$ cat config.mk
export PLATFORM = sky130hd
export DESIGN_NAME = line_polygon_rasterizer_unit
export DESIGN_NICKNAME = d
export VERILOG_FILES = /design/src/rtl/lpr_pkg.sv /design/src/rtl/lpr_edge_setup.sv /design/src/rtl/lpr_stepper.sv /design/src/rtl/line_polygon_rasterizer_unit.sv
export SDC_FILE = /design/constraint.sdc
export NUM_CORES = 1
export LEC_CHECK = 0
export ABC_CLOCK_PERIOD_IN_PS = 6610
export BUFFER_PORTS_ARGS = -buffer_cell sky130_fd_sc_hd__buf_2
export CORE_MARGIN = 3
export CORE_UTILIZATION = 56
export DETAILED_ROUTE_END_ITERATION = 7
export HOLD_SLACK_MARGIN = 0.05
export PLACE_DENSITY = 0.81
export SLEW_MARGIN = 20
export SYNTH_ARGS = -nofsm -noshare
export SYNTH_HDL_FRONTEND = slang
export SYNTH_SLANG_ARGS = --single-unit
export TNS_END_PERCENT = 10
$ cat constraint.sdc
create_clock -name i_clk -period 6.61 [get_ports i_clk]
set_clock_uncertainty 0.05 [all_clocks]
set_input_delay 1.322 -clock i_clk [delete_from_list [all_inputs] [get_ports i_clk]]
set_output_delay 1.322 -clock i_clk [all_outputs]
set_load 0.005 [all_outputs]
$ cat src/rtl/lpr_pkg.sv
// Package for the line/rectangle/triangle outline rasterizer.
// Coordinate widths, command codes, edge numbering and the per-edge stepper state.
// No dependencies.
`default_nettype none

package lpr_pkg;

    localparam int COORD_BITS = 11;
    localparam int DELTA_BITS = COORD_BITS + 1;  // absolute difference of two coordinates
    localparam int ERR_BITS   = COORD_BITS + 2;  // Bresenham error term
    localparam int WIDE_BITS  = COORD_BITS + 3;  // twice the error term, with headroom

    localparam int S_TDATA_BITS = ((6 * COORD_BITS + 7) / 8) * 8;
    localparam int M_TDATA_BITS = ((2 * COORD_BITS + 7) / 8) * 8;

    typedef enum logic [1:0] {
        CMD_LINE = 2'd0,
        CMD_RECT = 2'd1,
        CMD_TRI  = 2'd2,
        CMD_STEP = 2'd3
    } t_cmd;

    // Edge order: rectangle top, bottom, left, right; triangle 1-2, 2-3, 3-1
    localparam logic [1:0] EDGE_FIRST  = 2'd0;
    localparam logic [1:0] EDGE_SECOND = 2'd1;
    localparam logic [1:0] EDGE_THIRD  = 2'd2;
    localparam logic [1:0] EDGE_FOURTH = 2'd3;

    typedef struct packed {
        logic signed [COORD_BITS-1:0] x;
        logic signed [COORD_BITS-1:0] y;
    } t_point;

    typedef struct packed {
        t_point                     cur;
        t_point                     dst;
        logic [DELTA_BITS-1:0]      dx;
        logic [DELTA_BITS-1:0]      dy;
        logic                       sx_neg;
        logic                       sy_neg;
        logic signed [ERR_BITS-1:0] err;
    } t_edge;

    function automatic logic is_last_edge(input t_cmd kind, input logic [1:0] edge_num);
        logic res;
        case (kind)
            CMD_RECT: res = (edge_num == EDGE_FOURTH);
            CMD_TRI:  res = (edge_num == EDGE_THIRD) || (edge_num == EDGE_FOURTH);
            default:  res = 1'b1;
        endcase
        return res;
    endfunction

endpackage

`default_nettype wire

$ cat src/rtl/lpr_edge_setup.sv
// Edge setup: picks the two end points of one edge of the primitive and
// derives the Bresenham deltas, step directions and initial error. Uses lpr_pkg.
`default_nettype none

module lpr_edge_setup
    import lpr_pkg::*;
(
    input  wire t_cmd       i_kind,
    input  wire logic [1:0] i_edge_num,
    input  wire t_point     i_v1,
    input  wire t_point     i_v2,
    input  wire t_point     i_v3,
    output t_edge           o_edge
);

    t_point a;
    t_point b;
    logic signed [DELTA_BITS-1:0] ax_w, ay_w, bx_w, by_w;
    logic [DELTA_BITS-1:0] dx, dy;

    always_comb begin
        a = i_v1;
        b = i_v2;
        unique case (i_kind)
            CMD_RECT: begin
                case (i_edge_num)
                    EDGE_FIRST: begin
                        a = i_v1;
                        b = '{x: i_v2.x, y: i_v1.y};
                    end
                    EDGE_SECOND: begin
                        a = '{x: i_v1.x, y: i_v2.y};
                        b = i_v2;
                    end
                    EDGE_THIRD: begin
                        a = i_v1;
                        b = '{x: i_v1.x, y: i_v2.y};
                    end
                    default: begin
                        a = '{x: i_v2.x, y: i_v1.y};
                        b = i_v2;
                    end
                endcase
            end
            CMD_TRI: begin
                case (i_edge_num)
                    EDGE_FIRST: begin
                        a = i_v1;
                        b = i_v2;
                    end
                    EDGE_SECOND: begin
                        a = i_v2;
                        b = i_v3;
                    end
                    default: begin
                        a = i_v3;
                        b = i_v1;
                    end
                endcase
            end
            default: begin
                a = i_v1;
                b = i_v2;
            end
        endcase
    end

    assign ax_w = DELTA_BITS'(a.x);
    assign ay_w = DELTA_BITS'(a.y);
    assign bx_w = DELTA_BITS'(b.x);
    assign by_w = DELTA_BITS'(b.y);

    assign dx = (b.x > a.x) ? DELTA_BITS'(bx_w - ax_w) : DELTA_BITS'(ax_w - bx_w);
    assign dy = (b.y > a.y) ? DELTA_BITS'(by_w - ay_w) : DELTA_BITS'(ay_w - by_w);

    always_comb begin
        o_edge.cur    = a;
        o_edge.dst    = b;
        o_edge.dx     = dx;
        o_edge.dy     = dy;
        o_edge.sx_neg = !(a.x < b.x);
        o_edge.sy_neg = !(a.y < b.y);
        o_edge.err    = $signed({1'b0, dx}) - $signed({1'b0, dy});
    end

endmodule

`default_nettype wire

$ cat src/rtl/lpr_stepper.sv
// Bresenham stepper: one step of the current edge and the end-of-edge test.
// Uses lpr_pkg.
`default_nettype none

module lpr_stepper
    import lpr_pkg::*;
(
    input  wire t_edge i_edge,
    output logic       o_at_end,
    output t_edge      o_edge
);

    logic signed [WIDE_BITS-1:0] e2;
    logic signed [WIDE_BITS-1:0] dx_w;
    logic signed [WIDE_BITS-1:0] dy_w;
    logic signed [WIDE_BITS-1:0] err_w;
    logic step_x, step_y;

    assign dx_w   = $signed({2'b00, i_edge.dx});
    assign dy_w   = $signed({2'b00, i_edge.dy});
    assign e2     = WIDE_BITS'(i_edge.err) <<< 1;
    assign step_x = (e2 > -dy_w);
    assign step_y = (e2 < dx_w);
    assign err_w  = WIDE_BITS'(i_edge.err) - (step_x ? dy_w : '0) + (step_y ? dx_w : '0);

    assign o_at_end = (i_edge.cur == i_edge.dst);

    always_comb begin
        o_edge     = i_edge;
        o_edge.err = ERR_BITS'(err_w);
        if (step_x) begin
            o_edge.cur.x = i_edge.sx_neg ? i_edge.cur.x - COORD_BITS'(1)
                                         : i_edge.cur.x + COORD_BITS'(1);
        end
        if (step_y) begin
            o_edge.cur.y = i_edge.sy_neg ? i_edge.cur.y - COORD_BITS'(1)
                                         : i_edge.cur.y + COORD_BITS'(1);
        end
    end

endmodule

`default_nettype wire

$ cat src/rtl/line_polygon_rasterizer_unit.sv
// Outline rasterizer for lines, rectangles and triangles (Bresenham).
// Uses lpr_pkg, lpr_edge_setup and lpr_stepper.
//
// Input channel (s_axis): tuser carries the command, tdata the three vertices.
// A start command (line, rectangle, triangle) loads the primitive and returns
// no word; a start while drawing drops the current primitive. Each step
// command returns one pixel word on the output channel (m_axis); tlast marks
// the final pixel of the primitive. A step while idle returns nothing.
// Rectangles draw top, bottom, left, right (corners repeat); triangles draw
// 1-2, 2-3, 3-1.
// A step word's pixel is loaded into the result register by the edge that
// accepts the word. One word is accepted per cycle while the receiver takes
// words; the Bresenham step and the next-edge setup are both evaluated in the
// accepting cycle, so moving to a new edge does not hold the input.
// Reset (synchronous, active low) makes the block idle with no word pending.
// While the receiver stalls, the result register holds its word and the
// input side stalls too; it accepts again in the cycle the word is taken.
`default_nettype none

module line_polygon_rasterizer_unit
    import lpr_pkg::*;
(
    input  wire logic                    i_clk,
    input  wire logic                    i_rst_n,
    // s_axis
    input  wire logic                    s_axis_tvalid,
    output logic                         s_axis_tready,
    // tdata from bit 0: first_x, first_y, second_x, second_y, third_x, third_y, zero pad
    input  wire logic [S_TDATA_BITS-1:0] s_axis_tdata,
    // tuser: cmd
    input  wire logic [1:0]              s_axis_tuser,
    // m_axis
    output logic                         m_axis_tvalid,
    input  wire logic                    m_axis_tready,
    // tdata from bit 0: pixel_x, pixel_y, zero pad
    output logic [M_TDATA_BITS-1:0]      m_axis_tdata,
    output logic                         m_axis_tlast
);

    t_cmd       in_cmd;
    t_point     in_v1, in_v2, in_v3;
    logic       acc;
    logic       is_start;
    logic       emit;

    logic       r_busy;
    t_cmd       r_kind;
    logic [1:0] r_edge_num;
    t_point     r_v1, r_v2, r_v3;
    t_edge      r_edge;

    logic       r_out_valid;
    t_point     r_out_pix;
    logic       r_out_last;

    logic       n_busy;
    t_cmd       n_kind;
    logic [1:0] n_edge_num;
    t_edge      n_edge;

    t_cmd       setup_kind;
    logic [1:0] setup_edge_num;
    t_point     setup_v1, setup_v2, setup_v3;
    t_edge      setup_edge;
    t_edge      stepped_edge;
    logic       at_end;
    logic       final_edge;

    assign in_cmd   = t_cmd'(s_axis_tuser);
    assign in_v1.x  = s_axis_tdata[0*COORD_BITS +: COORD_BITS];
    assign in_v1.y  = s_axis_tdata[1*COORD_BITS +: COORD_BITS];
    assign in_v2.x  = s_axis_tdata[2*COORD_BITS +: COORD_BITS];
    assign in_v2.y  = s_axis_tdata[3*COORD_BITS +: COORD_BITS];
    assign in_v3.x  = s_axis_tdata[4*COORD_BITS +: COORD_BITS];
    assign in_v3.y  = s_axis_tdata[5*COORD_BITS +: COORD_BITS];

    assign s_axis_tready = !r_out_valid || m_axis_tready;
    assign acc      = s_axis_tvalid && s_axis_tready;
    assign is_start = (in_cmd != CMD_STEP);
    assign emit     = acc && !is_start && r_busy;

    // One setup unit serves both the start of a primitive and the hop to its next edge
    assign setup_kind     = is_start ? in_cmd : r_kind;
    assign setup_edge_num = is_start ? EDGE_FIRST : r_edge_num + 2'd1;
    assign setup_v1       = is_start ? in_v1 : r_v1;
    assign setup_v2       = is_start ? in_v2 : r_v2;
    assign setup_v3       = is_start ? in_v3 : r_v3;

    lpr_edge_setup u_setup (
        .i_kind     (setup_kind),
        .i_edge_num (setup_edge_num),
        .i_v1       (setup_v1),
        .i_v2       (setup_v2),
        .i_v3       (setup_v3),
        .o_edge     (setup_edge)
    );

    lpr_stepper u_stepper (
        .i_edge   (r_edge),
        .o_at_end (at_end),
        .o_edge   (stepped_edge)
    );

    assign final_edge = is_last_edge(r_kind, r_edge_num);

    always_comb begin
        n_busy     = r_busy;
        n_kind     = r_kind;
        n_edge_num = r_edge_num;
        n_edge     = r_edge;
        if (acc && is_start) begin
            n_busy     = 1'b1;
            n_kind     = in_cmd;
            n_edge_num = EDGE_FIRST;
            n_edge     = setup_edge;
        end else if (emit) begin
            if (at_end) begin
                if (final_edge) begin
                    n_busy = 1'b0;
                end else begin
                    n_edge_num = setup_edge_num;
                    n_edge     = setup_edge;
                end
            end else begin
                n_edge = stepped_edge;
            end
        end
    end

    always_ff @(posedge i_clk) begin
        if (!i_rst_n) begin
            r_busy      <= 1'b0;
            r_kind      <= CMD_LINE;
            r_edge_num  <= EDGE_FIRST;
            r_out_valid <= 1'b0;
        end else begin
            r_busy     <= n_busy;
            r_kind     <= n_kind;
            r_edge_num <= n_edge_num;
            if (emit) begin
                r_out_valid <= 1'b1;
            end else if (m_axis_tready) begin
                r_out_valid <= 1'b0;
            end
        end
    end

    // Payload: vertices, edge walker and result word
    always_ff @(posedge i_clk) begin
        r_edge <= n_edge;
        if (acc && is_start) begin
            r_v1 <= in_v1;
            r_v2 <= in_v2;
            r_v3 <= in_v3;
        end
        if (emit) begin
            r_out_pix  <= r_edge.cur;
            r_out_last <= at_end && final_edge;
        end
    end

    assign m_axis_tvalid = r_out_valid;
    assign m_axis_tdata  = M_TDATA_BITS'({r_out_pix.y, r_out_pix.x});
    assign m_axis_tlast  = r_out_last;

    a_start_loads: assert property (@(posedge i_clk) disable iff (!i_rst_n)
        (acc && is_start) |=> (r_busy && r_edge_num == EDGE_FIRST && !r_out_valid
                               || r_busy && r_edge_num == EDGE_FIRST && $past(r_out_valid)))
        else $error("start did not load a fresh primitive");

    a_last_ends: assert property (@(posedge i_clk) disable iff (!i_rst_n)
        emit |=> (r_out_valid && (r_out_last == !r_busy)))
        else $error("last pixel flag disagrees with busy state");

    a_line_one_edge: assert property (@(posedge i_clk) disable iff (!i_rst_n)
        (r_busy && r_kind == CMD_LINE) |-> (r_edge_num == EDGE_FIRST))
        else $error("line walked past its only edge");

    a_tri_three_edges: assert property (@(posedge i_clk) disable iff (!i_rst_n)
        (r_busy && r_kind == CMD_TRI) |-> (r_edge_num != EDGE_FOURTH))
        else $error("triangle reached a fourth edge");

    a_idle_step_silent: assert property (@(posedge i_clk) disable iff (!i_rst_n)
        (acc && !is_start && !r_busy && (m_axis_tready || !r_out_valid)) |=> !r_out_valid)
        else $error("step while idle produced a word");

endmodule

`default_nettype wire

After elaboration in Yosys (flattened, before gate mapping):

Cells that the tools add are included.

* bits in registers: 178
* word-level logic and storage cells: 111

* add/subtract/negate cells: 13
* magnitude comparators: 6
* equality and inequality tests: 12
* multiplexer cells: 30
* bitwise logic cells: 2
* reductions and logical operators: 26

Operators by type and width (number)
* 83-bit two-way mux: 4
* 22-bit one-hot mux with 2 select lines: 6
* 22-bit two-way mux: 3
* 12-bit two-way mux: 4
* 11-bit by 11-bit subtractor with 12-bit output: 4
* 11-bit two-way mux: 4
* 11-bit by 2-bit adder with 11-bit output, second input constant: 2
* 22-bit == test: 1
* 11-bit > comparator: 2
* 11-bit < comparator: 2
* 11-bit by 2-bit subtractor with 11-bit output, second input constant: 2
* 3-bit AND reduction: 5
* 14-bit > comparator: 1
* 14-bit by 13-bit < comparator with 1-bit output: 1
* 12-bit negator with 14-bit output: 1
* 13-bit adder: 1
* 12-bit by 12-bit subtractor with 13-bit output: 1
* 13-bit by 12-bit subtractor with 13-bit output: 1
* 2-bit == test, second input constant: 5
* 2-bit nonzero test: 4
* 2-bit by 1-bit == test with 1-bit output, second input constant: 3
* 1-bit two-way mux: 6
* 3-bit nonzero test: 2
* 1-bit logical AND: 5
* 12 further kinds: 19

Longest topological paths before layout:

* depth in word-level cells: 13
* gate-level depth with buffers: 34
* depth with buffers taken out: 34

Cells and area by module:

A second synthesis with hierarchy kept.

* cell total of the unflattened synthesis: 1738
* area, all modules: 16126.7 sq um

By module, submodules not included
* line_polygon_rasterizer_unit: instances 1, cells each 529, area an instance 7647.3 sq um, sequential area each 5285.1 sq um
* lpr_edge_setup: instances 1, cells each 739, area an instance 4909.7 sq um, sequential area each 0.0 sq um
* lpr_stepper: instances 1, cells each 470, area an instance 3569.7 sq um, sequential area each 0.0 sq um

Worst setup path after synthesis:

Ideal clock, no wire load.

* path type: input -> register
* start: input port s_axis_tuser[0]
* end: register r_edge[11] (netlist bit) (data pin)
* setup time: 0.263 ns
* arrival time: 6.740 ns
* data required time: 6.297 ns
* slack: -0.443 ns
* cell stages on the path: 28
* buffers on the path: 3
* path through: nand2_1 -> clkbuf_1 -> clkbuf_1 -> clkbuf_1 -> nor3_1 -> o21ai_0 -> a31oi_1 -> o22ai_1 -> o21ai_0 -> inv_1 -> ha_1 -> a21oi_1 -> nor2_1 -> a2111o_1 -> nand2_1 -> mux2_2 -> a311oi_1 -> o22ai_1 -> nand2_1 -> nand2_1 -> a21o_1 -> xor2_1 -> ha_1 -> inv_1 -> nor2_1 -> o22ai_1 -> o2111a_1 -> a2111o_1

RTL lines
* from (decl): line line_polygon_rasterizer_unit.sv:31 `input wire logic [1:0] s_axis_tuser,`
* to (signal assigned): line line_polygon_rasterizer_unit.sv:150 `r_edge <= n_edge;`
* to (decl): line line_polygon_rasterizer_unit.sv:50 `t_edge r_edge;`

==> reports/results.tsv <==
stage	metric	value	unit
status	outcome	finished clean	
floorplanning	die_area	26500	um2
route	via_count	12972	
yosys	ys_types	75	
cts	cts.reportedPaths.clkPinSlew	0.08	ns
cts	cts_tree	built	
cts	clk_path_buf_depth	2	
floorplanning	start_util	0.579	
timing	maxSlewHeadroom	0.349	
timing	grt_setup_unrepaired	yes	
power_and_ir_drop	power_leakage	7.94	nW
place	post_dp_cell_area	16700	um2
setup_path	cp-start-kind	input pin	
yosys	synth_edf_count	172	
yosys	syn_avg_cell_area	9.25	um2
yosys	ys.warnings.count	0	
floorplanning	core_area	23800	um2
layout	final_nets	2058	
cts	numCtsBuffers	17	
floorplanning	die_height	163	um
cts	clkLatencyLatePin	0.45	ns
floorplanning	ios	105	
setup_path	cp_common_cell	ha_1	
setup_path	criticalPathCategory	in2reg	
route	viasPerCell	5.95	
setup_path	path_buf_inv	4	
timing	setup_tns	0	ns
setup_path	crit_path_end_kind	flop	
route	ant_nets	0	
route	wire_per_inst	19.3	um
setup_path	critPathRequiredTime	6.76	ns
yosys	async_flop_share	0	
yosys	synth-main-ff-cell	edfxtp_1	
yosys	synth-seq-area-share	0.383	
global_routing	grt_usage	0.303	
place	gp_congestion	0.953	
layout	final_util	0.756	
global_routing	grt_pass1_vias	12497	
timing	fin_ws	0.0156	ns
global_routing	grt_util_met2	0.482	
timing	tightest_slew	0.975	ns
setup_path	crit_arrival	6.74	ns
timing	timing.final.crit_share	0.998	
global_routing	overflow	0	
power_and_ir_drop	ir_drop	0.000441	V
global_routing	grt_busiest_layer	met2	
global_routing	grt_pass1_wl	64000	um
place	io_buffer_count	96	
setup_path	crit_path_max_incr_delay	0.46	ns
layout	drive_gt1_frac	0.306	
cts	cts-root-buf	clkbuf_16	
timing	hold_viol_final	0	
global_routing	antenna_found_initial	1	
timing	finalSetupViolations	0	
setup_path	worst-path-max-fanout	8	
layout	final_cell_mix	297 x buf_4, 172 x edfxtp_1, 147 x inv_1	
global_routing	met1_usage	0.417	
floorplanning	rows	56	
layout	syn2layout_area_growth	30.6	%
layout	layout_commonest_cell	buf_4	
floorplanning	die_w	163	um
yosys	netlist_area	13800	um2
setup_path	crit_family	compound AO/OA/AOI/OAI gates	
cts	htree_levels	4	
cts	holdBufCountCts	0	
yosys	ys_ff_latch	178	
place	dp_hpwl	30400	um
worst_hold_path	hold_class	reg2reg	
global_routing	grt_max_degree	67	
route	drc_errors	0	
layout	design_area	18000	um2
place	place_ws	-0.570	ns
route	firstDrtPassIters	5	
layout	antennaDiodeCount	0	
timing	layout_min_cycle_time	6.59	ns
setup_path	slowest_stage	a221oi_1	
yosys	syn_inst	1491	
cts	cts.sinks	178	
flow_run	drv_cap	0	
power_and_ir_drop	power_density	424	nW/um2
timing	slew_violations	0	
route	routed_wl	42000	um
timing	max_freq	0.152	GHz
route	dr.first_iter.drc_count	1398	
global_routing	gr-usage-met3	0.0455	
[layer usage]
| layer | up-vias | wire length, um |
|---|---|---|
| met2 | 721 | 19800 |
| met5 | - | 13 |
| met1 | 6095 | 16900 |
| met3 | 114 | 3670 |
| li1 | 6040 | - |
| met4 | 2 | 1660 |
[metrics by stage]
step	hold slack [ns]	instances	total power, W
2_1_floorplan	0.421	1492	0.00441
3_3_place_gp	0.431	2130	0.00591
3_5_place_dp	0.449	2130	0.00613
4_1_cts	0.464	2164	0.00723
5_1_grt	0.475	2181	0.00811
6_report	0.468	2181	0.00763
[power by group]
group | leakage [nW] | switching [W] | internal [W] | total, W
clock | 0.278 | 0.000507 | 0.000505 | 0.00101
combinational | 5.98 | 0.00255 | 0.00242 | 0.00497
sequential | 1.69 | 0.000142 | 0.00150 | 0.00165
[cells by family (layout without fill, tap and decap cells)]
| kind of cell | count (synthesis) | after routing | share of synthesized area |
|---|---|---|---|
| AOI/OAI and AO/OA | 418 | 418 | 0.193 |
| and+or+nand+nor | 397 | 397 | 0.134 |
| buffers and inverters | 220 | 590 | 0.0615 |
| DFF | 178 | 178 | 0.383 |
| adders and majority gates | 137 | 137 | 0.133 |
| xor gates and xnor gates | 84 | 84 | 0.0533 |
| muxes | 56 | 56 | 0.0415 |
| other | 1 | 2 | 0.000272 |
[cell usage after synthesis, types with 4 or more instances]
library cell	count	area share
a21boi_0	6	0.0033
nor4_1	6	0.0027
o22a_1	5	0.0032
fa_1	18	0.026
or3_1	4	0.0018
o21bai_1	7	0.0038
a21oi_1	133	0.048
xnor2_1	58	0.037
nor2_1	125	0.034
dfxtp_1	6	0.0087
buf_1	7	0.0019
clkbuf_1	54	0.015
nor2b_1	18	0.0082
a21o_1	27	0.015
and3_1	5	0.0023
mux2_2	6	0.0049
nor3b_1	4	0.0022
inv_1	151	0.041
a221oi_1	10	0.0064
nand2_1	124	0.034
mux2i_1	49	0.036
ha_1	113	0.10
xor2_1	26	0.017
or2_2	9	0.0041
o22ai_1	26	0.012
a22oi_1	4	0.0022
a221o_1	5	0.0036
a211oi_1	6	0.0033
and2_1	42	0.019
o31ai_1	12	0.0065
nand2b_1	14	0.0064
nand3_1	11	0.0040
edfxtp_1	172	0.37
a31oi_1	7	0.0032
nor3_1	15	0.0054
o21ai_0	96	0.035
nand4_1	10	0.0045
o21a_1	12	0.0065
o221ai_1	31	0.020
nand3b_1	5	0.0027
[registers in the layout (all words and copies together) (netlist names)]
signal,count
r_kind,2
r_v3,22
r_edge_num,2
m_axis_tdata,22
r_v2,22
m_axis_tlast,1
r_busy,1
r_v1,22
r_edge,83
m_axis_tvalid,1
[layout make-up]
class,instances,area [um2]
Tap cell,319,399
Clock inverter,13,145
Fill cell,1585,5810
Multi-Input combinational cell,1094,8240
Inverter,152,573
Clock buffer,19,433
Timing Repair Buffer,406,2930
Sequential cell,178,5290
[path summary, 6_finish.rpt]
kind | startpoint | to | slack (ns) | cells past startpoint
min | r_edge[68] | m_axis_tdata[18] | 0.47 | 0
max reg2reg | r_edge[18] | r_edge[12] | 0.15 | 28
min reg2reg | r_edge[68] | m_axis_tdata[18] | 0.47 | 0
max | s_axis_tuser[0] | r_edge[11] | 0.02 | 28
[repair_timing]
| action | in CTS | in global routing |
|---|---|---|
| pin swaps | 6 | 39 |
| gates resized for setup | 22 | 119 |
| endpoints found under the setup margin | 7 | 7 |
| buffers inserted | 2 | 15 |
| gates cloned | 0 | 2 |
(Power assumes the default switching activity.)
